<file path="config.mk">
export PLATFORM = sky130hd
export DESIGN_NAME = robot_command_handler
export DESIGN_NICKNAME = d
export VERILOG_FILES = /design/src/rtl/rch_pkg.sv /design/src/rtl/robot_command_handler.sv /design/src/rtl/rch_front.sv /design/src/rtl/rch_queue.sv /design/src/rtl/rch_back.sv
export SDC_FILE = /design/constraint.sdc
export NUM_CORES = 1
export LEC_CHECK = 0
export ABC_AREA = 1
export BUFFER_PORTS_ARGS = -buffer_cell sky130_fd_sc_hd__buf_4
export CORE_UTILIZATION = 55
export DETAILED_ROUTE_END_ITERATION = 12
export PLACE_DENSITY_LB_ADDON = 0.12
export SLEW_MARGIN = 20
export SYNTH_ARGS = -nofsm -noshare
export SYNTH_HDL_FRONTEND = slang
export SYNTH_HIERARCHICAL = 1
export SYNTH_SLANG_ARGS = --single-unit
</file>
<file path="constraint.sdc">
create_clock -name clk -period 5.2 [get_ports clk]
set_input_delay 0.26 -clock clk [delete_from_list [all_inputs] [get_ports clk]]
set_output_delay 0.26 -clock clk [all_outputs]
set_load 0.02 [all_outputs]
</file>
<file path="src/rtl/rch_pkg.sv">
// Package: shared types, constants and helpers for the robot command handler.
`timescale 1ns / 1ps

package rch_pkg;

    // ASCII characters seen in commands
    localparam logic [7:0] CH_ZERO  = 8'h30;
    localparam logic [7:0] CH_ONE   = 8'h31;
    localparam logic [7:0] CH_TWO   = 8'h32;
    localparam logic [7:0] CH_THREE = 8'h33;
    localparam logic [7:0] CH_FOUR  = 8'h34;
    localparam logic [7:0] CH_FIVE  = 8'h35;
    localparam logic [7:0] CH_SIX   = 8'h36;
    localparam logic [7:0] CH_SEVEN = 8'h37;
    localparam logic [7:0] CH_EIGHT = 8'h38;
    localparam logic [7:0] CH_NINE  = 8'h39;
    localparam logic [7:0] CH_A     = 8'h41;

    // Reply frame bytes
    localparam logic [7:0] FRAME_SOF  = 8'h01;
    localparam logic [7:0] FRAME_LEN  = 8'h04;
    localparam logic [7:0] FRAME_PAD  = 8'h00;
    localparam logic [7:0] TYPE_ACK   = 8'h0A;
    localparam logic [7:0] TYPE_ERR   = 8'h0D;

    // Reply command codes
    localparam logic [7:0] CMD_AUTO    = 8'd1;
    localparam logic [7:0] CMD_MANUAL  = 8'd2;
    localparam logic [7:0] CMD_START   = 8'd3;
    localparam logic [7:0] CMD_SPD_UP  = 8'd4;
    localparam logic [7:0] CMD_SPD_DN  = 8'd5;
    localparam logic [7:0] CMD_FWD     = 8'd6;
    localparam logic [7:0] CMD_REV     = 8'd7;
    localparam logic [7:0] CMD_STOP    = 8'd8;
    localparam logic [7:0] CMD_RESET   = 8'd9;
    localparam logic [7:0] CMD_UNKNOWN = 8'd6;
    localparam logic [7:0] CMD_BADGRP  = 8'd8;

    // Speed grades
    localparam logic [7:0] GRADE_MAX   = 8'd10;
    localparam logic [3:0] SPEED_AUTO  = 4'd3;
    localparam logic [7:0] GRADE_START = 8'd10;

    // Timer actions
    localparam logic [1:0] TIMER_NONE    = 2'd0;
    localparam logic [1:0] TIMER_ENABLE  = 2'd1;
    localparam logic [1:0] TIMER_DISABLE = 2'd2;

    // Character positions of a reply
    localparam logic [3:0] LAST_IDX = 4'd13;

    // Work descriptor handed from front to back
    typedef struct packed {
        logic       charge;
        logic [7:0] rtype;
        logic [7:0] cmd;
        logic [7:0] data;
        logic [7:0] sum;
        logic       spw;
        logic [3:0] spv;
        logic [1:0] timer;
        logic       dir;
        logic       hall;
        logic       rst_req;
    } rch_job_t;

    // Nibble to uppercase hex ASCII
    function automatic logic [7:0] hex_char(input logic [3:0] nib);
        logic [7:0] r;
        begin
            if (nib < 4'd10)
                r = CH_ZERO + {4'd0, nib};
            else
                r = 8'd55 + {4'd0, nib};
            return r;
        end
    endfunction

endpackage

</file>
<file path="src/rtl/robot_command_handler.sv">
// Top level: robot command handler, decode front and reply serializer joined by a queue.
// A command is decoded and written into the queue at its transfer edge; its first result
//   then goes from the queue head into the output register, from which it transfers.
// Throughput: a reply is 14 results, one per cycle from the serializer output register
//   while out_ready is high; charge gives 1, rejected commands none; serializer-paced.
// Input stays open while the queue has room, so commands are taken during serialization.
// Reset clears robot state, queue and output register at once; no clearing pass.
`timescale 1ns / 1ps

module robot_command_handler
    import rch_pkg::*;
#(
    parameter int QUEUE_DEPTH = 2
)
(
    input  logic       clk,
    input  logic       rst_n,
    input  logic       in_valid,
    output logic       in_ready,
    input  logic [7:0] group_char_high,
    input  logic [7:0] group_char_low,
    input  logic [7:0] sub_char_high,
    input  logic [7:0] sub_char_low,
    output logic       out_valid,
    input  logic       out_ready,
    output logic [7:0] reply_char,
    output logic       reply_valid,
    output logic       last_of_run,
    output logic       speed_write,
    output logic [3:0] speed_value,
    output logic [1:0] timer_action,
    output logic       direction_pin,
    output logic       hall_mask,
    output logic       reset_request
);

    logic     q_full;
    logic     q_push;
    logic     q_pop;
    logic     q_valid;
    rch_job_t push_job;
    rch_job_t head_job;

    rch_front u_front (
        .clk             (clk),
        .rst_n           (rst_n),
        .in_valid        (in_valid),
        .in_ready        (in_ready),
        .group_char_high (group_char_high),
        .group_char_low  (group_char_low),
        .sub_char_high   (sub_char_high),
        .sub_char_low    (sub_char_low),
        .q_full          (q_full),
        .push            (q_push),
        .push_job        (push_job)
    );

    rch_queue #(
        .DEPTH (QUEUE_DEPTH)
    ) u_queue (
        .clk        (clk),
        .rst_n      (rst_n),
        .push       (q_push),
        .push_job   (push_job),
        .full       (q_full),
        .pop        (q_pop),
        .head_valid (q_valid),
        .head_job   (head_job)
    );

    rch_back u_back (
        .clk           (clk),
        .rst_n         (rst_n),
        .head_valid    (q_valid),
        .head_job      (head_job),
        .pop           (q_pop),
        .out_valid     (out_valid),
        .out_ready     (out_ready),
        .reply_char    (reply_char),
        .reply_valid   (reply_valid),
        .last_of_run   (last_of_run),
        .speed_write   (speed_write),
        .speed_value   (speed_value),
        .timer_action  (timer_action),
        .direction_pin (direction_pin),
        .hall_mask     (hall_mask),
        .reset_request (reset_request)
    );

endmodule

</file>
<file path="src/rtl/rch_front.sv">
// Front end: decodes commands, updates robot state, posts reply jobs.
`timescale 1ns / 1ps

module rch_front
    import rch_pkg::*;
(
    input  logic       clk,
    input  logic       rst_n,
    input  logic       in_valid,
    output logic       in_ready,
    input  logic [7:0] group_char_high,
    input  logic [7:0] group_char_low,
    input  logic [7:0] sub_char_high,
    input  logic [7:0] sub_char_low,
    input  logic       q_full,
    output logic       push,
    output rch_job_t   push_job
);

    logic       auto_reg, auto_next;
    logic       run_reg, run_next;
    logic [7:0] grade_reg, grade_next;
    logic       fwd_reg, fwd_next;

    logic       accept;
    logic       emit;
    logic       group_ok;
    logic       manual_run;
    logic [7:0] grade_step;
    rch_job_t   job;

    assign in_ready = !q_full;
    assign accept   = in_valid && in_ready;

    // Command decode and state update
    always_comb
    begin
        auto_next  = auto_reg;
        run_next   = run_reg;
        grade_next = grade_reg;
        fwd_next   = fwd_reg;
        emit       = 1'b1;
        job        = '0;
        job.rtype  = TYPE_ACK;
        group_ok   = (group_char_high == CH_ZERO) && (group_char_low == CH_A);
        manual_run = !auto_reg && run_reg;
        grade_step = (sub_char_low == CH_FOUR) ? grade_reg - 8'd1 : grade_reg + 8'd1;

        if (!group_ok)
        begin
            job.cmd  = CMD_BADGRP;
            job.data = 8'd2;
        end
        else if (sub_char_high == CH_ZERO && sub_char_low == CH_ONE)
        begin
            if (auto_reg)
                emit = 1'b0;
            auto_next = 1'b1;
            run_next  = 1'b1;
            job.cmd   = CMD_AUTO;
            job.data  = 8'd3;
            job.spw   = 1'b1;
            job.spv   = SPEED_AUTO;
        end
        else if (sub_char_high == CH_ZERO && sub_char_low == CH_TWO)
        begin
            if (!(auto_reg && run_reg))
            begin
                emit = 1'b0;
            end
            else
            begin
                grade_next = 8'd0;
                auto_next  = 1'b0;
            end
            job.cmd   = CMD_MANUAL;
            job.data  = 8'd2;
            job.timer = TIMER_DISABLE;
        end
        else if (sub_char_high == CH_ZERO && sub_char_low == CH_THREE && !auto_reg && !run_reg)
        begin
            run_next   = 1'b1;
            grade_next = GRADE_START;
            job.cmd    = CMD_START;
            job.data   = 8'd1;
            job.timer  = TIMER_ENABLE;
        end
        else if (sub_char_high == CH_ZERO && (sub_char_low == CH_FOUR || sub_char_low == CH_FIVE)
                 && manual_run)
        begin
            grade_next = grade_step;
            emit       = (grade_step >= 8'd1) && (grade_step <= GRADE_MAX);
            job.cmd    = (sub_char_low == CH_FOUR) ? CMD_SPD_UP : CMD_SPD_DN;
            job.data   = GRADE_MAX - grade_step;
            job.spw    = 1'b1;
            job.spv    = grade_step[3:0];
        end
        else if (sub_char_high == CH_ZERO && sub_char_low == CH_SIX && manual_run)
        begin
            fwd_next = 1'b1;
            job.cmd  = CMD_FWD;
            job.data = 8'd1;
        end
        else if (sub_char_high == CH_ZERO && sub_char_low == CH_SEVEN && manual_run)
        begin
            fwd_next = 1'b0;
            job.cmd  = CMD_REV;
            job.data = 8'd2;
        end
        else if (sub_char_high == CH_ZERO && sub_char_low == CH_EIGHT && manual_run)
        begin
            run_next  = 1'b0;
            job.cmd   = CMD_STOP;
            job.data  = 8'd1;
            job.timer = TIMER_DISABLE;
        end
        else if (sub_char_high == CH_ZERO && sub_char_low == CH_NINE)
        begin
            job.cmd     = CMD_RESET;
            job.data    = 8'd1;
            job.rst_req = 1'b1;
        end
        else if (sub_char_high == CH_ZERO && sub_char_low == CH_A)
        begin
            fwd_next   = 1'b1;
            job.charge = 1'b1;
            job.spw    = 1'b1;
            job.spv    = SPEED_AUTO;
            job.hall   = 1'b1;
        end
        else
        begin
            job.rtype = TYPE_ERR;
            job.cmd   = CMD_UNKNOWN;
            job.data  = 8'd1;
        end

        job.dir = fwd_next;
        job.sum = FRAME_SOF + job.rtype + job.cmd + FRAME_LEN + FRAME_PAD + job.data;
    end

    assign push     = accept && emit;
    assign push_job = job;

    // State registers
    always_ff @(posedge clk or negedge rst_n)
    begin
        if (!rst_n)
        begin
            auto_reg  <= 1'b0;
            run_reg   <= 1'b0;
            grade_reg <= 8'd0;
            fwd_reg   <= 1'b0;
        end
        else if (accept)
        begin
            auto_reg  <= auto_next;
            run_reg   <= run_next;
            grade_reg <= grade_next;
            fwd_reg   <= fwd_next;
        end
    end

endmodule

</file>
<file path="src/rtl/rch_queue.sv">
// Job queue between decode front and reply back end.
`timescale 1ns / 1ps

module rch_queue
    import rch_pkg::*;
#(
    parameter int DEPTH = 2
)
(
    input  logic     clk,
    input  logic     rst_n,
    input  logic     push,
    input  rch_job_t push_job,
    output logic     full,
    input  logic     pop,
    output logic     head_valid,
    output rch_job_t head_job
);

    localparam int PW = (DEPTH > 1) ? $clog2(DEPTH) : 1;
    localparam int CW = $clog2(DEPTH + 1);
    localparam logic [PW-1:0] PTR_LAST = PW'(DEPTH - 1);
    localparam logic [CW-1:0] CNT_FULL = CW'(DEPTH);

    rch_job_t        slot_reg [DEPTH];
    logic [PW-1:0]   wr_ptr_reg, wr_ptr_next;
    logic [PW-1:0]   rd_ptr_reg, rd_ptr_next;
    logic [CW-1:0]   count_reg, count_next;

    assign full       = (count_reg == CNT_FULL);
    assign head_valid = (count_reg != '0);
    assign head_job   = slot_reg[rd_ptr_reg];

    // Pointer and occupancy update
    always_comb
    begin
        wr_ptr_next = wr_ptr_reg;
        rd_ptr_next = rd_ptr_reg;
        count_next  = count_reg;
        if (push)
            wr_ptr_next = (wr_ptr_reg == PTR_LAST) ? '0 : wr_ptr_reg + 1'b1;
        if (pop)
            rd_ptr_next = (rd_ptr_reg == PTR_LAST) ? '0 : rd_ptr_reg + 1'b1;
        if (push && !pop)
            count_next = count_reg + 1'b1;
        else if (pop && !push)
            count_next = count_reg - 1'b1;
    end

    always_ff @(posedge clk or negedge rst_n)
    begin
        if (!rst_n)
        begin
            wr_ptr_reg <= '0;
            rd_ptr_reg <= '0;
            count_reg  <= '0;
        end
        else
        begin
            wr_ptr_reg <= wr_ptr_next;
            rd_ptr_reg <= rd_ptr_next;
            count_reg  <= count_next;
        end
    end

    // Storage
    always_ff @(posedge clk)
    begin
        if (push)
            slot_reg[wr_ptr_reg] <= push_job;
    end

endmodule

</file>
<file path="src/rtl/rch_back.sv">
// Back end: serializes reply jobs into hex characters through an output register.
`timescale 1ns / 1ps

module rch_back
    import rch_pkg::*;
(
    input  logic       clk,
    input  logic       rst_n,
    input  logic       head_valid,
    input  rch_job_t   head_job,
    output logic       pop,
    output logic       out_valid,
    input  logic       out_ready,
    output logic [7:0] reply_char,
    output logic       reply_valid,
    output logic       last_of_run,
    output logic       speed_write,
    output logic [3:0] speed_value,
    output logic [1:0] timer_action,
    output logic       direction_pin,
    output logic       hall_mask,
    output logic       reset_request
);

    rch_job_t   job_reg;
    logic       busy_reg;
    logic [3:0] idx_reg;

    logic       ov_reg;
    logic [7:0] char_reg;
    logic       rv_reg, last_reg, spw_reg, dir_reg, hall_reg, rst_reg;
    logic [3:0] spv_reg;
    logic [1:0] tmr_reg;

    rch_job_t   cur;
    logic       have;
    logic       produce;
    logic       is_first;
    logic       is_last;
    logic [7:0] cur_byte;
    logic [7:0] chr;

    assign cur      = busy_reg ? job_reg : head_job;
    assign have     = busy_reg || head_valid;
    assign produce  = have && (!ov_reg || out_ready);
    assign is_first = !busy_reg;
    assign is_last  = cur.charge || (idx_reg == LAST_IDX);
    assign pop      = produce && !busy_reg;

    // Frame byte select
    always_comb
    begin
        case (idx_reg[3:1])
            3'd0:    cur_byte = FRAME_SOF;
            3'd1:    cur_byte = cur.rtype;
            3'd2:    cur_byte = cur.cmd;
            3'd3:    cur_byte = FRAME_LEN;
            3'd4:    cur_byte = FRAME_PAD;
            3'd5:    cur_byte = cur.data;
            3'd6:    cur_byte = cur.sum;
            default: cur_byte = FRAME_PAD;
        endcase
        chr = idx_reg[0] ? hex_char(cur_byte[3:0]) : hex_char(cur_byte[7:4]);
    end

    // Job tracking
    always_ff @(posedge clk or negedge rst_n)
    begin
        if (!rst_n)
        begin
            busy_reg <= 1'b0;
            idx_reg  <= '0;
        end
        else if (produce)
        begin
            if (is_last)
            begin
                busy_reg <= 1'b0;
                idx_reg  <= '0;
            end
            else
            begin
                busy_reg <= 1'b1;
                idx_reg  <= idx_reg + 4'd1;
            end
        end
    end

    always_ff @(posedge clk)
    begin
        if (pop)
            job_reg <= head_job;
    end

    // Output register
    always_ff @(posedge clk or negedge rst_n)
    begin
        if (!rst_n)
            ov_reg <= 1'b0;
        else if (produce)
            ov_reg <= 1'b1;
        else if (out_ready)
            ov_reg <= 1'b0;
    end

    always_ff @(posedge clk)
    begin
        if (produce)
        begin
            char_reg <= cur.charge ? 8'd0 : chr;
            rv_reg   <= !cur.charge;
            last_reg <= is_last;
            spw_reg  <= is_first && cur.spw;
            spv_reg  <= (is_first && cur.spw) ? cur.spv : 4'd0;
            tmr_reg  <= is_first ? cur.timer : TIMER_NONE;
            dir_reg  <= cur.dir;
            hall_reg <= is_first && cur.hall;
            rst_reg  <= is_last && cur.rst_req;
        end
    end

    assign out_valid     = ov_reg;
    assign reply_char    = char_reg;
    assign reply_valid   = rv_reg;
    assign last_of_run   = last_reg;
    assign speed_write   = spw_reg;
    assign speed_value   = spv_reg;
    assign timer_action  = tmr_reg;
    assign direction_pin = dir_reg;
    assign hall_mask     = hall_reg;
    assign reset_request = rst_reg;

    // A job in flight has already sent its first character
    a_busy_idx: assert property (@(posedge clk) disable iff (!rst_n)
        busy_reg |-> (idx_reg != 4'd0))
        else $error("busy with character index zero");

    // Only the charge result carries no reply character
    a_charge: assert property (@(posedge clk) disable iff (!rst_n)
        (ov_reg && !rv_reg) |-> (last_reg && hall_reg && spw_reg))
        else $error("non-reply result is not a charge result");

    // Reset request rides only on the closing character
    a_rst_last: assert property (@(posedge clk) disable iff (!rst_n)
        (ov_reg && rst_reg) |-> last_reg)
        else $error("reset request before end of reply");

    // Pull from the queue only when not mid-job
    a_pop: assert property (@(posedge clk) disable iff (!rst_n)
        pop |-> (head_valid && !busy_reg))
        else $error("queue pop while busy or empty");

endmodule

</file>
* Word level (Yosys, flattened, before mapping)
Memory sizes are Yosys's and may differ from the RTL's.
Index checks and enable logic that the tools add are counted.
** Word-level totals
- Output and inout port bits :: 22
- Register bits after elaboration :: 84
- Logic and storage cells :: 221
- Memory bits (writable) :: 86
- Memories :: 1
** Operators by class
- Eq/ne operators :: 25
- Bitwise gates (word level) :: 1
- Mux-type cells :: 93
- Add/subtract/negate cells :: 16
- Reduce and logical (&&, ||, !) cells :: 51
- $lt $le $gt $ge :: 4
** Memories
- u_queue.slot_reg :: depth 2, width 43, read ports 1, clocked after Yosys merged registers in 0, write ports 1, line rch_queue.sv:25 : rch_job_t slot_reg [DEPTH];
** Operators with widths (count)
- $mux W16 :: 9
- $eq A8 B6 Y1 const B :: 11
- $mux W9 :: 9
- $mux W8 :: 8
- $pmux W8 S6 :: 1
- $mux W43 :: 1
- $mux W1 :: 38
- $mux W5 :: 7
- $mux W2 :: 15
- $add A6 B4 Y7 const A :: 4
- $logic_and A1 B1 Y1 :: 28
- $mux W7 :: 3
- $mux W19 :: 1
- $add A8 B8 Y8 :: 2
- $eq A8 B7 Y1 const B :: 2
- $reduce_bool A2 Y1 :: 5
- $ne A3 B1 Y1 const B :: 3
- $add A1 B8 Y8 const A :: 1
- $add A8 B1 Y8 const B :: 1
- $add A8 B3 Y8 const B :: 1
- $ge A8 B1 Y1 const B :: 1
- $le A8 B4 Y1 const B :: 1
- $logic_not A1 Y1 :: 8
- $lt A4 B4 Y1 const B :: 2
- 21 further kinds :: 28

* Depth between registers and ports, before layout
Gate-level depths: netlist of the first run.
- Depth in word-level cells :: 16
- Mapped depth :: 25

* Hierarchy
Netlist of the first run, hierarchy kept.
** Modules (own cells, without submodules)
- rch_queue :: area an instance 3510.9 um2, instances 1, sequential area each 2682.6 um2, cells an instance 159
- rch_back :: area an instance 2992.9 um2, instances 1, sequential area each 1771.7 um2, cells an instance 337
- rch_front :: area an instance 2311.0 um2, instances 1, sequential area each 275.3 um2, cells an instance 383

* Least setup slack after synthesis of the first run
No wires, ideal clock.
- Path type :: input to register
- From :: input sub_char_low[1]
- To :: memory u_queue/slot_reg[0][0] in the netlist's numbering (enable)
- Arrival time :: 4.010 ns
- Buffers on the path :: 0
- Setup slack :: 0.747 ns
- Cell stages on the path :: 17
- Setup time :: 0.443 ns
- Cell sequence :: inv_2 -> nand2_1 -> nor2_2 -> nand2_1 -> inv_1 -> ha_1 -> inv_1 -> nand2_1 -> nand3_1 -> nand3_1 -> a21oi_1 -> nand4_1 -> nand2_1 -> nand2_1 -> a21oi_1 -> inv_1 -> nor2_1
** Between the ends
- Longest elaborated chain between the ends :: 12
- Elaborated cells between the ends (all ways) :: 25
- Those cells by class :: order compare (2); eq/ne (5); mux (8); reduce/logical (10)
** Ends and longest elaborated chain
- start: declaration :: line robot_command_handler.sv:23 : input logic [7:0] sub_char_low,
- $eq A8 B6 Y1, on equally long branches :: line rch_front.sv:47, rch_front.sv:88
- $mux W8 or $logic_or A1 B1 Y1 (tied branches) :: line rch_front.sv:47, rch_front.sv:88
- $ge A8 B1 Y1 (tied with other cells) :: line rch_front.sv:92 : emit = (grade_step >= 8'd1) && (grade_step <= GRADE_MAX);
- $logic_and A1 B1 Y1, on equally long branches :: line rch_front.sv:92, rch_front.sv:89
- $mux W1 :: line rch_front.sv:88 : else if (sub_char_high == CH_ZERO && (sub_char_low == CH_FOUR || sub_char_low == CH_FIVE)
- $mux W1 :: line rch_front.sv:80 : else if (sub_char_high == CH_ZERO && sub_char_low == CH_THREE && !auto_reg && !run_reg)
- $mux W1 :: line rch_front.sv:65 : else if (sub_char_high == CH_ZERO && sub_char_low == CH_TWO)
- $mux W1 (*) :: line rch_front.sv:54 : else if (sub_char_high == CH_ZERO && sub_char_low == CH_ONE)
- $mux W1 (*) :: line rch_front.sv:49 : if (!group_ok)
- $logic_and A1 B1 Y1 (*) :: line rch_front.sv:142 : assign push = accept && emit;
- net q_push :: line robot_command_handler.sv:38 : logic q_push;
- $mux W1 (*) :: line rch_queue.sv:69 : if (push)
- $mux W1 (implied by the code) (*) :: line rch_queue.sv:70 : slot_reg[wr_ptr_reg] <= push_job;
- end: declaration :: line rch_queue.sv:25
Mark *: on every way through the listed nets, which the timed path passes. The rest lies on a longest branch.

==> results.md, run 1 <==
Run status:
- The flow ran to the end, and the final reports show no timing, DRC or antenna violations.

Synthesis:
- The share of synthesized flip-flops with an asynchronous set or reset is 13.0%.
- Ranked by instance count, the synthesized netlist is headed by nand2_1, edfxtp_1, inv_1, nor2_1, nand3_1.
- For this run, the leading register cell type out of synthesis is edfxtp_1.
- The cell with the most instances after synthesis is nand2_1.
- The share of the Yosys chip area taken by registers is 53.7%.
- In this run the biggest area consumer among cell types represents 47.7% of the synthesized area.
- By area the synthesized netlist is led by edfxtp_1, nand2_1, mux2_4.
- The count of synthesis-stage warnings from yosys is 6.
- Yosys mapped a number of flops with a built-in enable equal to 140.
- The number of different library cells used by synthesis comes to 47.
- After synthesis the netlist holds a flip-flop and latch count of 161.
- The synthesized netlist occupies a cell area of 8810 sq um.
- After technology mapping, the gate count stands at 879.
- A synthesized cell averages 10.0 sq um.
- Summed over all instances, the cell type with the most area after synthesis is edfxtp_1.

Layout:
- The flip-flop count of the largest register, all copies and words added is 86.
- The area growth from synthesis to layout is 12.7%.
- Counting the fill cells in the layout gives 1241.
- The repair_antennas step left the layout with diodes totalling 0.
- The final layout contains 1008 nets.
- The fraction of final layout cells sized beyond drive strength 1 is 19.8%.

Drt:
- The DRC marker count from the first detailed-route iteration is 359.
- In the final routed layout, each cell accounts on average for 14.4 um.
- Dividing the detail-routed via count by the number of cells gives 5.18.
- The routed design has 16.8 mm of wire.
- The DRC violations left is 0.
- The total number of vias is 6032.
- Before antenna repair, the detailed router went through 5 iterations.
- The number of nets with antenna violations after routing is 0.

STA:
- Static timing analysis puts the maximum clock frequency at 242 MHz.
- Across the routed clock network, the largest skew measured is 0.00509 ns.
- The slew at the pin with the worst max-slew slack is 1.00 ns.
- The number of pins exceeding their max-slew limit in the final report is 0.
- The share of the clock period used by the worst path is 79.3%.
- The relative slew slack is 33.1%.
- Setup violations remaining at the end of the flow were counted as 0.
- The final critical delay including setup and external delays is 4.13 ns.
- Setup repair after global routing left no endpoint under its margin.
- The final worst hold slack is 0.0903 ns.
- The number of hold-slack violations in the final timing report came to 0.
- Adding up every negative setup slack in the final design gives 0 ns.

Place:
- The estimated wirelength of the detail-placed design is 12.3 mm.
- Input and output buffers added on the ports amount to 56.
- The congestion estimate from routability-driven global placement came to 0.982.

Clocking:
- After clock tree synthesis, the clock-pin slew on the worst setup and hold paths is 0.06 ns.
- TritonCTS built the clock tree.
- At the later pin of the worst-skew pair, clock insertion delay measures 0.42 ns.
- The total number of clock tree sinks is 161.
- Counting the buffers created by CTS gives 17.
- The buffer count from post-CTS setup fixing is 0.
- The largest buffer count on any clock path is 2.
- The tree is rooted in a clkbuf_16.
- In this run the number of H-tree levels came out at 4.

GRT:
- The number of global-route vias before repair was 6096.
- The total global routing track utilization is 22.2%.
- Global routing finished with a remaining overflow of 0.
- The initial antenna violation count is 0.
- For met2 alone, demand over resource in global routing was 38.4%.
- The wire length of the first global-routing pass is 28.2 mm.
- The met1 track demand over resource in global routing is 26.4%.
- The most heavily used metal layer in global routing is met2.
- In the global route stage, met3 resource usage came out at 4.62%.
- Entering global routing, the biggest net connects 39 pins.

Setup path:
- The nature of the critical path endpoint is a flip-flop.
- The maximum fanout encountered on the critical timing path is 4.
- The setup path with the least slack is of type reg -> reg.
- The startpoint kind of the worst setup timing path is a flip-flop.
- For this run, the slowest stage of the critical path takes 0.48 ns.
- The highest-delay cell along the critical path is fa_1.
- Data on the critical path is required at its endpoint by 5.38 ns.
- The setup slack of the most critical reg-to-reg path is 1.07 ns.
- The data arrival time of the critical path is 4.30 ns.
- The signal on the critical path passes through inv_1, nand2_1, nor2_1, nand2_1, nor3_1, inv_1, o211ai_1, fa_1, ha_1, ha_1, fa_1, nand3_1, nand3_1, a21oi_1, inv_1, nand4_1, nand2_1, nand2_1, inv_1.

Floorplan:
- The floorplan die width is 129 um.
- The initial utilization of the core area, before any placement, comes to 57.1%.
- The floorplan step set the die height to 129 um.
- The core area is 15400 sq um.
- Pin placement for this block handled 58 I/O pins.
- The floorplan has 45 rows.
- The floorplan step defined a die boundary enclosing 16500 sq um.

Hold path:
- The type of the most critical hold path is in -> reg.

Pwr:
- Power spread over the standard cell area amounts to 504 nW/um^2.
- VDD sags by at most 0.000250 V.
- The completed layout was analyzed and its total power is 5.01 mW.
- Summed over all cells, the static leakage comes to 4.56 nW.

Run:
- The count of max-cap constraint violations is 0.
==> worst max-delay path: cells and delay by family, from the launching register on <==
family	cells	cell delay [ns]
DFF	1	0.41
AOI/OAI and AO/OA	2	0.37
buffers and inverters	4	0.37
adders and majority gates	4	1.44
and+or+nand+nor	9	1.31
==> report_power, final <==
group,switching [mW],total [mW],internal (mW)
clock,0.524,1.20,0.671
combinational,1.01,1.68,0.667
sequential,0.204,2.13,1.93
==> cells by family after synthesis <==
group | Yosys count | synth area share (%)
xor gates and xnor gates | 9 | 0.894
buffers and inverters | 142 | 7.68
muxes | 43 | 7.15
DFF | 161 | 53.7
other | 3 | 0.128
adders and majority gates | 31 | 4.74
AOI/OAI and AO/OA | 43 | 2.78
and+or+nand+nor | 447 | 23.0
==> per-stage QoR <==
| stage | std cells | setup WS, ns | area, sq um | utilization (%) |
|---|---|---|---|---|
| finish | 1165 | 1.07 | 9930 | 64.4 |
| global route | 1165 | 0.759 | 9930 | 64.4 |
| CTS | 1165 | 1.10 | 9930 | 64.4 |
| detailed placement | 1132 | 0.767 | 9350 | 60.6 |
| global placement | 1132 | 0.927 | 9350 | 60.6 |
| floorplan | 886 | 0.747 | 8840 | - |
==> placed cells by master (no fill, tap or decap), types with 8 or more instances in the layout <==
| cell type | netlist | final |
|---|---|---|
| conb_1 | 3 | 10 |
| ha_1 | 27 | 27 |
| nand4_1 | 13 | 13 |
| nand2_1 | 270 | 270 |
| inv_1 | 103 | 103 |
| a21oi_1 | 22 | 22 |
| edfxtp_1 | 140 | 140 |
| nand2_2 | 8 | 8 |
| inv_2 | 8 | 8 |
| nor2_2 | 11 | 11 |
| nand3_1 | 46 | 46 |
| nor2_1 | 56 | 55 |
| mux2_4 | 39 | 39 |
| buf_4 | 13 | 60 |
| clkbuf_16 | 0 | 17 |
| dfrtp_1 | 21 | 20 |
| nor3_1 | 18 | 18 |
==> worst paths after layout <==
check,depth (start not counted),startpoint,endpoint
max reg2reg,19,u_front/auto_reg$_DFFE_PN0P_,u_queue/slot_reg[1][17]$_DFFE_PP_
max,19,u_front/auto_reg$_DFFE_PN0P_,u_queue/slot_reg[1][17]$_DFFE_PP_
min,4,out_ready,u_back/out_valid$_DFFE_PN0P_
max in group asynchronous,2,rst_n,u_queue/rd_ptr_reg$_DFFE_PN0P_
min in group asynchronous,2,rst_n,u_front/grade_reg[1]$_DFFE_PN0P_
min reg2reg,2,u_queue/count_reg[1]$_DFFE_PN0P_,u_queue/count_reg[1]$_DFFE_PN0P_
==> cell type report <==
type                            instances  area, sq um  area share (%)
Clock buffer                           17          425            4.28
Clock inverter                         15          149            1.50
Inverter                              116          443            4.46
Multi-Input combinational cell        583         3440            34.6
Sequential cell                       161         4730            47.6
Tap cell                              211          264            2.66
Timing Repair Buffer                   62          480            4.84
==> metal layers <==
metal,vias to the layer above,wire length [um]
li1,3015,-
met1,2808,7300
met2,164,8380
met3,45,676
met4,0,472
met5,-,0
==> what timing repair did <==
item,CTS,global route
hold buffers,1,0
setup endpoints to repair,0,0
endpoints found under the hold margin,21,0
gates resized for setup,0,0
No activity file was read; power rests on OpenSTA's default activity.
==> inputs of run 2 (changes only) <==
==> constraint.sdc (replaced) <==
create_clock -name clk -period 3.8 [get_ports clk]
set_input_delay 0.19 -clock clk [delete_from_list [all_inputs] [get_ports clk]]
set_output_delay 0.19 -clock clk [all_outputs]
set_load 0.02 [all_outputs]
==> results.md, run 2 (synthesis results as in run 1) <==
Run status:
- The run finished with clean final reports.

Floorplan:
- The top-level I/O count came to 58 (unchanged).
- The placement row count is 45 (unchanged).
- The floorplan die width came to 129 um (unchanged).
- The effective utilization at floorplan is 57.1% (unchanged).
- The overall die area was 16500 sq um (unchanged).
- The die extent in y is 129 um (unchanged).
- The core area was 15400 sq um (unchanged).

STA:
- The number of pins exceeding their max-slew limit in the final report is 0 (unchanged).
- Setup repair after global routing left no endpoint under its margin.
- The setup skew after layout is 0.0109 ns (+0.00584 ns).
- The slew at the pin with the worst max-slew slack came to 0.874 ns (-0.130 ns).
- The final worst-path setup slack is 0.213 ns (-0.861 ns).
- The share of the clock period used by the worst path was 94.4% (+15 points).
- The relative slew slack was 41.3% (+8.2 points).
- The highest clock frequency the design can meet came to 279 MHz (+15%).
- The count of final setup violators came to 0 (unchanged).
- The final critical delay including setup and external delays is 3.59 ns (-0.539 ns).
- The number of hold-slack violations in the final timing report is 0 (unchanged).

Pwr:
- The largest vdd supply drop is 0.000359 V (+44%).
- The cell leakage power was 4.80 nW (+5.3%).
- The power per cell area was 671 nW/um^2 (+33%).

Place:
- The count of placed standard cells including taps is 1173 (+3.6%).
- The weighted congestion at the end of routability-driven global placement is 0.963 (-2.0%).
- The total of buffers placed on input and output ports was 56 (unchanged).
- The worst setup slack after placement is -0.112 ns (-0.879 ns).
- The total placed instance area is 9680 sq um (+3.6%).
- The estimated wirelength of the detail-placed design is 12.3 mm (-0.30%).

GRT:
- The met2 routing resource usage after global routing is 39.0% (+0.57 points).
- The initial antenna violation count was 0 (unchanged).
- The met3 track utilization from global routing came to 4.32% (-0.29 points).
- The sum of overflow across all layers after global routing is 0 (unchanged).
- The total global routing track utilization is 21.9% (-0.28 points).
- The pin count of the biggest net entering global routing was 44 (+13%).
- The met1 track demand over resource in global routing is 25.9% (-0.55 points).
- The wire length of the first global-routing pass is 27.8 mm (-1.5%).
- The number of global-route vias before repair came to 6059 (-0.61%).
- After global routing, the most crowded layer is met2.

Drt:
- The number of nets with antenna violations after routing came to 0 (unchanged).
- The number of optimization iterations in the first detailed-route pass is 5 (unchanged).
- The aggregate routed wire length is 17.4 mm (+3.4%).
- The DRC marker count from the first detailed-route iteration is 382 (+6.4%).
- The total number of vias is 6219 (+3.1%).
- The average routed wire per standard cell is 14.4 um (-0.29%).
- The DRC violations left is 0 (unchanged).
- The average vias per placed instance is 5.15 (-0.57%).

Layout:
- In the layout the commonest cells are nand2_1, edfxtp_1, inv_1.
- The final standard cell area without fillers was 10300 sq um (+3.9%).
- The final design utilization is 66.9% (+2.5 points).
- The fraction of final layout cells sized beyond drive strength 1 was 24.0% (+4.2 points).
- The final net count is 1051 (+4.3%).
- Leaving out fill and tap cells, the most frequent cell in the layout is nand2_1.
- The flip-flop count of the largest register, all copies and words added came to 86 (unchanged).
- The final cell count without fillers was 1208 (+3.7%).
- From synthesis to final layout, the design area changed by 17.1%.
- The number of antenna cells inserted is 0 (unchanged).

Setup path:
- The maximum fanout encountered on the critical timing path came to 3 (-1).
- The launching instance or port of the critical path is u_front/grade_reg[1]$_DFFE_PN0P_.
- The setup slack of the most critical reg-to-reg path is 0.21 ns (-0.86 ns).
- By startpoint and endpoint, the worst setup path is classified as reg -> reg.
- The cell count of the worst reg-to-reg path is 15 (-4).
- The most critical setup path has its endpoint at u_queue/slot_reg[1][17]$_DFFE_PP_.
- The worst register-to-register path begins at u_front/grade_reg[1]$_DFFE_PN0P_.
- The data arrival time of the critical path is 3.77 ns (-0.53 ns).
- The worst setup path is captured at a flip-flop.
- The endpoint of the most critical register-to-register path is u_queue/slot_reg[1][17]$_DFFE_PP_.
- The endpoint required time on the critical path is 3.98 ns (-1.40 ns).
- The startpoint kind of the worst setup timing path is a flip-flop.

Clocking:
- The total number of clock tree sinks came to 161 (unchanged).
- In this run the clock root is driven by a clkbuf_16.
- The clock-pin transition on the worst setup and hold timing paths is 0.07 ns (about the same).
- The H-tree depth came to 4 (unchanged).
- The largest buffer count on any clock path is 2 (unchanged).
- The clock tree from TritonCTS is built.
- The clock latency on the worst-skew pair is 0.42 ns (about the same).
- The number of buffers inserted during clock tree synthesis came to 17 (unchanged).

Hold path:
- The type of the most critical hold path is in -> reg.

Run:
- The count of max-cap constraint violations is 0 (unchanged).
[run 2: changes by cell type in the layout (fill, tap and decap cells not counted), sizes merged]
cell | before | now
clkinvlp | 3 | 0
inv | 119 | 116
clkbuf | 17 | 20
buf | 61 | 104
clkinv | 8 | 11
[run 2: worst min-delay path by stage]
stage / startpoint / endpoint / slack (ns) / depth (start not counted)
global route: out_ready / u_back/out_valid$_DFFE_PN0P_ / 0.04 / 4
floorplan: rst_n / u_back/busy_reg$_DFFE_PN0P_ / -0.11 / 0
CTS: out_ready / u_back/out_valid$_DFFE_PN0P_ / 0.01 / 4
finish: out_ready / u_back/out_valid$_DFFE_PN0P_ / 0.03 / 4
global placement: rst_n / u_front/auto_reg$_DFFE_PN0P_ / 0.11 / 1
detailed placement: rst_n / u_front/auto_reg$_DFFE_PN0P_ / 0.12 / 1
[run 2: final cells by class]
cell class,count,area (sq um)
repair buffers,105,828
clock buffers,20,457
multi-input cells,583,3470
inverters,116,443
flip-flops and latches,161,4730
fillers,1198,5110
clock inverters,12,124
well taps,211,264
[run 2: where the power goes]
group / leakage, nW / switching (mW) / internal [mW]
combinational: 2.95 / 1.44 / 0.950
sequential: 1.57 / 0.238 / 2.64
clock: 0.289 / 0.712 / 0.952
[run 2: critical path, cell delays in order (launching register included)]
cell and delay, ns:
dfrtp_1 0.42, fa_1 0.50, xnor2_1 0.14, o211ai_1 0.27, fa_1 0.47, ha_1 0.31, ha_1 0.23, fa_2 0.36
nand3_1 0.08, nand3_1 0.11, a21oi_2 0.17, inv_1 0.05, nand4_1 0.08, nand2_1 0.05, nand2_1 0.06, inv_1 0.05
[run 2: metrics by stage]
step	TNS, ns	hold WS, ns	total power [mW]
2_1_floorplan	0	-0.106	4.70
3_3_place_gp	-0.0270	0.112	5.21
3_5_place_dp	-0.243	0.115	5.29
4_1_cts	0	0.00951	6.98
5_1_grt	0	0.0434	7.33
6_report	0	0.0298	6.92
[run 2: what timing repair did]
action                                  CTS  global route
gates resized for setup                   0             9
endpoints found under the setup margin    0             2
buffers inserted                          0             2
hold buffers                              1             0
endpoints found under the hold margin    21             0
[run 2: routing by layer]
metal  up-vias  wire length (um)
li1       3091                 -
met1      2950              7500
met2       145              8970
met3        33               576
met4         0               358
met5         -                 0
==> inputs of run 3 (changes only) <==
--- a/config.mk
+++ b/config.mk
@@ -10,6 +10,7 @@
 export CORE_UTILIZATION = 55
 export DETAILED_ROUTE_END_ITERATION = 12
 export PLACE_DENSITY_LB_ADDON = 0.12
+export REMOVE_ABC_BUFFERS = 1
 export SLEW_MARGIN = 20
 export SYNTH_ARGS = -nofsm -noshare
 export SYNTH_HDL_FRONTEND = slang
==> results.md, run 3 (synthesis results as in run 1) <==
Setup path:
- The highest-delay cell along the critical path is fa_2.
- The number of buffer and inverter stages on the critical path is 2 (unchanged).
- The cell depth of the worst setup path is 15 (unchanged).
- The setup slack of the most critical reg-to-reg path is 0.23 ns (about the same).
- The highest cell delay on the worst timing path is 0.59 ns (+0.09 ns).
- The cell count of the worst reg-to-reg path is 15 (unchanged).
- The maximum fanout encountered on the critical timing path came to 2 (-1).
- The startpoint kind of the worst setup timing path is a flip-flop.
- The endpoint required time on the critical path came to 3.97 ns (about the same).
- The data arrival time of the critical path is 3.75 ns (-0.02 ns).
- The worst setup path is of the reg -> reg kind.
- The signal on the critical path passes through fa_2, xnor2_1, o211ai_1, fa_1, ha_1, ha_2, fa_1, nand3_1, nand3_2, a21oi_2, inv_1, nand4_1, nand2_1, nand2_1, inv_1.
- The worst setup path is captured at a flip-flop.
- Among cell families on the critical path, the largest total delay comes from adder cells.

GRT:
- The number of global-route vias before repair is 6222 (+2.7%).
- The total global routing track utilization is 22.9% (+1.0 points).
- The pin count of the biggest net entering global routing is 44 (unchanged).
- The initial antenna violation count is 0 (unchanged).
- The wire length of the first global-routing pass is 29.1 mm (+4.7%).
- The sum of overflow across all layers after global routing is 0 (unchanged).

Clocking:
- The number of buffers inserted during clock tree synthesis is 17 (unchanged).
- The largest buffer count on any clock path came to 2 (unchanged).
- The root buffer selected by CTS is clkbuf_16.
- TritonCTS built the clock tree.
- The clock latency on the worst-skew pair is 0.42 ns (about the same).
- The total number of clock tree sinks came to 161 (unchanged).
- The H-tree depth was 4 (unchanged).
- The clock-pin transition on the worst setup and hold timing paths is 0.06 ns (about the same).

STA:
- The number of pins exceeding their max-slew limit in the final report is 0 (unchanged).
- The final critical delay including setup and external delays is 3.57 ns (-0.0118 ns).
- Setup repair after global routing left no endpoint under its margin.
- The setup skew after layout is 0.00723 ns (-0.00371 ns).
- The final worst hold slack is 0.216 ns (+0.186 ns).
- The relative slew slack came to 34.2% (-7.1 points).
- The count of final setup violators is 0 (unchanged).
- The share of the clock period used by the worst path is 94.1% (-0.31 points).
- The number of hold-slack violations in the final timing report came to 0 (unchanged).
- The setup TNS is 0 ns (unchanged).
- The slew at the pin with the worst max-slew slack is 0.979 ns (+0.105 ns).
- The highest clock frequency the design can meet is 280 MHz (+0.33%).

Floorplan:
- The top-level I/O count was 58 (unchanged).
- The overall die area is 16500 sq um (unchanged).
- The effective utilization at floorplan is 57.1% (unchanged).
- The die extent in y is 129 um (unchanged).
- The floorplan die width is 129 um (unchanged).
- The core area is 15400 sq um (unchanged).
- The placement row count is 45 (unchanged).

Layout:
- The final net count is 1062 (+1.0%).
- The fraction of final layout cells sized beyond drive strength 1 was 24.7% (+0.73 points).
- The signed area change from the synthesized netlist to the final layout is 17.9%.
- The flip-flop count of the largest register, all copies and words added is 86 (unchanged).
- The leading cell type in the layout, fill and taps excluded is nand2_1.
- The number of antenna cells inserted was 0 (unchanged).
- The final standard cell area without fillers was 10400 sq um (+0.68%).
- Leaving out fill and tap cells, the most frequent cells in the layout are nand2_1, edfxtp_1, buf_4.

Hold path:
- The type of the most critical hold path is in -> async.

Pwr:
- The internal power contribution is 4.57 mW (+0.66%).
- The largest vdd supply drop was 0.000539 V (+50%).
- The part of the power in the clock network is 24.0% (about the same).
- The combinational cell fraction of total power is 34.9% (+0.4 points).
- The total power came to 6.92 mW (about the same).
- The switching component of the power is 2.35 mW (-1.4%).
- The cell leakage power is 4.85 nW (+0.88%).
- The power per cell area is 666 nW/um^2 (-0.71%).
- The switching share of total power is 34.0% (-0.46 points).
- The portion of total power attributed to sequential cells is 41.1% (-0.4 points).

Place:
- The total of buffers placed on input and output ports is 56 (unchanged).
- The weighted congestion at the end of routability-driven global placement is 0.903 (-6.2%).
- The total placed instance area is 9750 sq um (+0.70%).
- The estimated wirelength of the detail-placed design is 12.7 mm (+3.7%).

Drt:
- The average routed wire per standard cell is 14.6 um (+1.5%).
- The average vias per placed instance is 5.15 (about the same).
- The aggregate routed wire length is 17.8 mm (+2.4%).
- The total number of vias is 6275 (+0.90%).
- The DRC marker count from the first detailed-route iteration is 318 (-17%).
- The number of optimization iterations in the first detailed-route pass came to 4 (-1).
- The number of nets with antenna violations after routing came to 0 (unchanged).
- The DRC violations left is 0 (unchanged).

Run:
- The count of max-cap constraint violations is 0 (unchanged).

Run status:
- The flow ran to the end, and the final reports show no timing, DRC or antenna violations.
## run 3: changes by cell type in the layout (fill, tap and decap cells not counted), sizes merged
cell and change:
clkinv +1, inv -2, buf +10, clkinvlp +2, dlygate4sd3 +1, bufinv +1, clkbuf -2
## run 3: final cells by class
cell class	instances	area, sq um
fill	1215	5040
inverter	116	443
clock buffer	18	439
tap	211	264
sequential	161	4730
timing repair buffer	116	913
multi-input combinational	583	3460
clock inverter	14	136
## run 3: path summary, 6_finish.rpt
| kind | start | end |
|---|---|---|
| worst max-delay path | u_front/grade_reg[0]$_DFFE_PN0P_ | u_queue/slot_reg[1][17]$_DFFE_PP_ |
| worst max register to register | u_front/grade_reg[0]$_DFFE_PN0P_ | u_queue/slot_reg[1][17]$_DFFE_PP_ |
| worst min-delay path | rst_n | u_back/idx_reg[0]$_DFFE_PN0P_ |
| min in group clk | in_valid | u_front/fwd_reg$_DFFE_PN0P_ |
| worst min register to register | u_queue/count_reg[1]$_DFFE_PN0P_ | u_queue/count_reg[1]$_DFFE_PN0P_ |
| max in group asynchronous | rst_n | u_queue/rd_ptr_reg$_DFFE_PN0P_ |
## run 3: per-layer routing
layer / up-vias / track usage [%] / share of wire (%) / wire [um]
met4: 0 / 7.96 / 1.9 / 347
met3: 31 / 4.86 / 3.3 / 597
met2: 153 / 40.9 / 52 / 9270
met5: - / 0 / 0 / 0
met1: 2991 / 27.5 / 43 / 7610
li1: 3100 / - / - / -
## run 3: worst register-to-register path, delay by kind of cell, from the launching register on
family,cells,cell delay [ns]
flip-flops,1,0.40
AO/OA/AOI/OAI,2,0.40
XOR/XNOR,1,0.07
buffers and inverters,2,0.11
adder cells (fa/ha/maj),5,1.98
AND/OR/NAND/NOR,5,0.39
## run 3: timing repair
item | 4_1_cts | 5_1_grt
hold buffers | 2 | 0
setup endpoints to repair | 0 | 4
buffers inserted | 0 | 3
hold endpoints to repair | 22 | 0
resized for setup | 0 | 8
## run 3: through the flow
stage,setup WS (ns),instances,utilization (%)
detailed placement,-0.106,1182,63.2
global route,0.0237,1219,67.3
CTS,0.103,1216,67.1
floorplan,-0.583,860,-
finish,0.225,1219,67.3
global placement,-0.0221,1182,63.2
## run 3: power by group through the flow
stage	Sequential (mW)	Clock [mW]	Combinational [mW]
floorplan	3.09	0	1.49
global placement	2.85	0	2.37
detailed placement	2.88	0	2.42
CTS	2.85	1.70	2.44
global route	2.89	1.76	2.68
finish	2.84	1.66	2.41
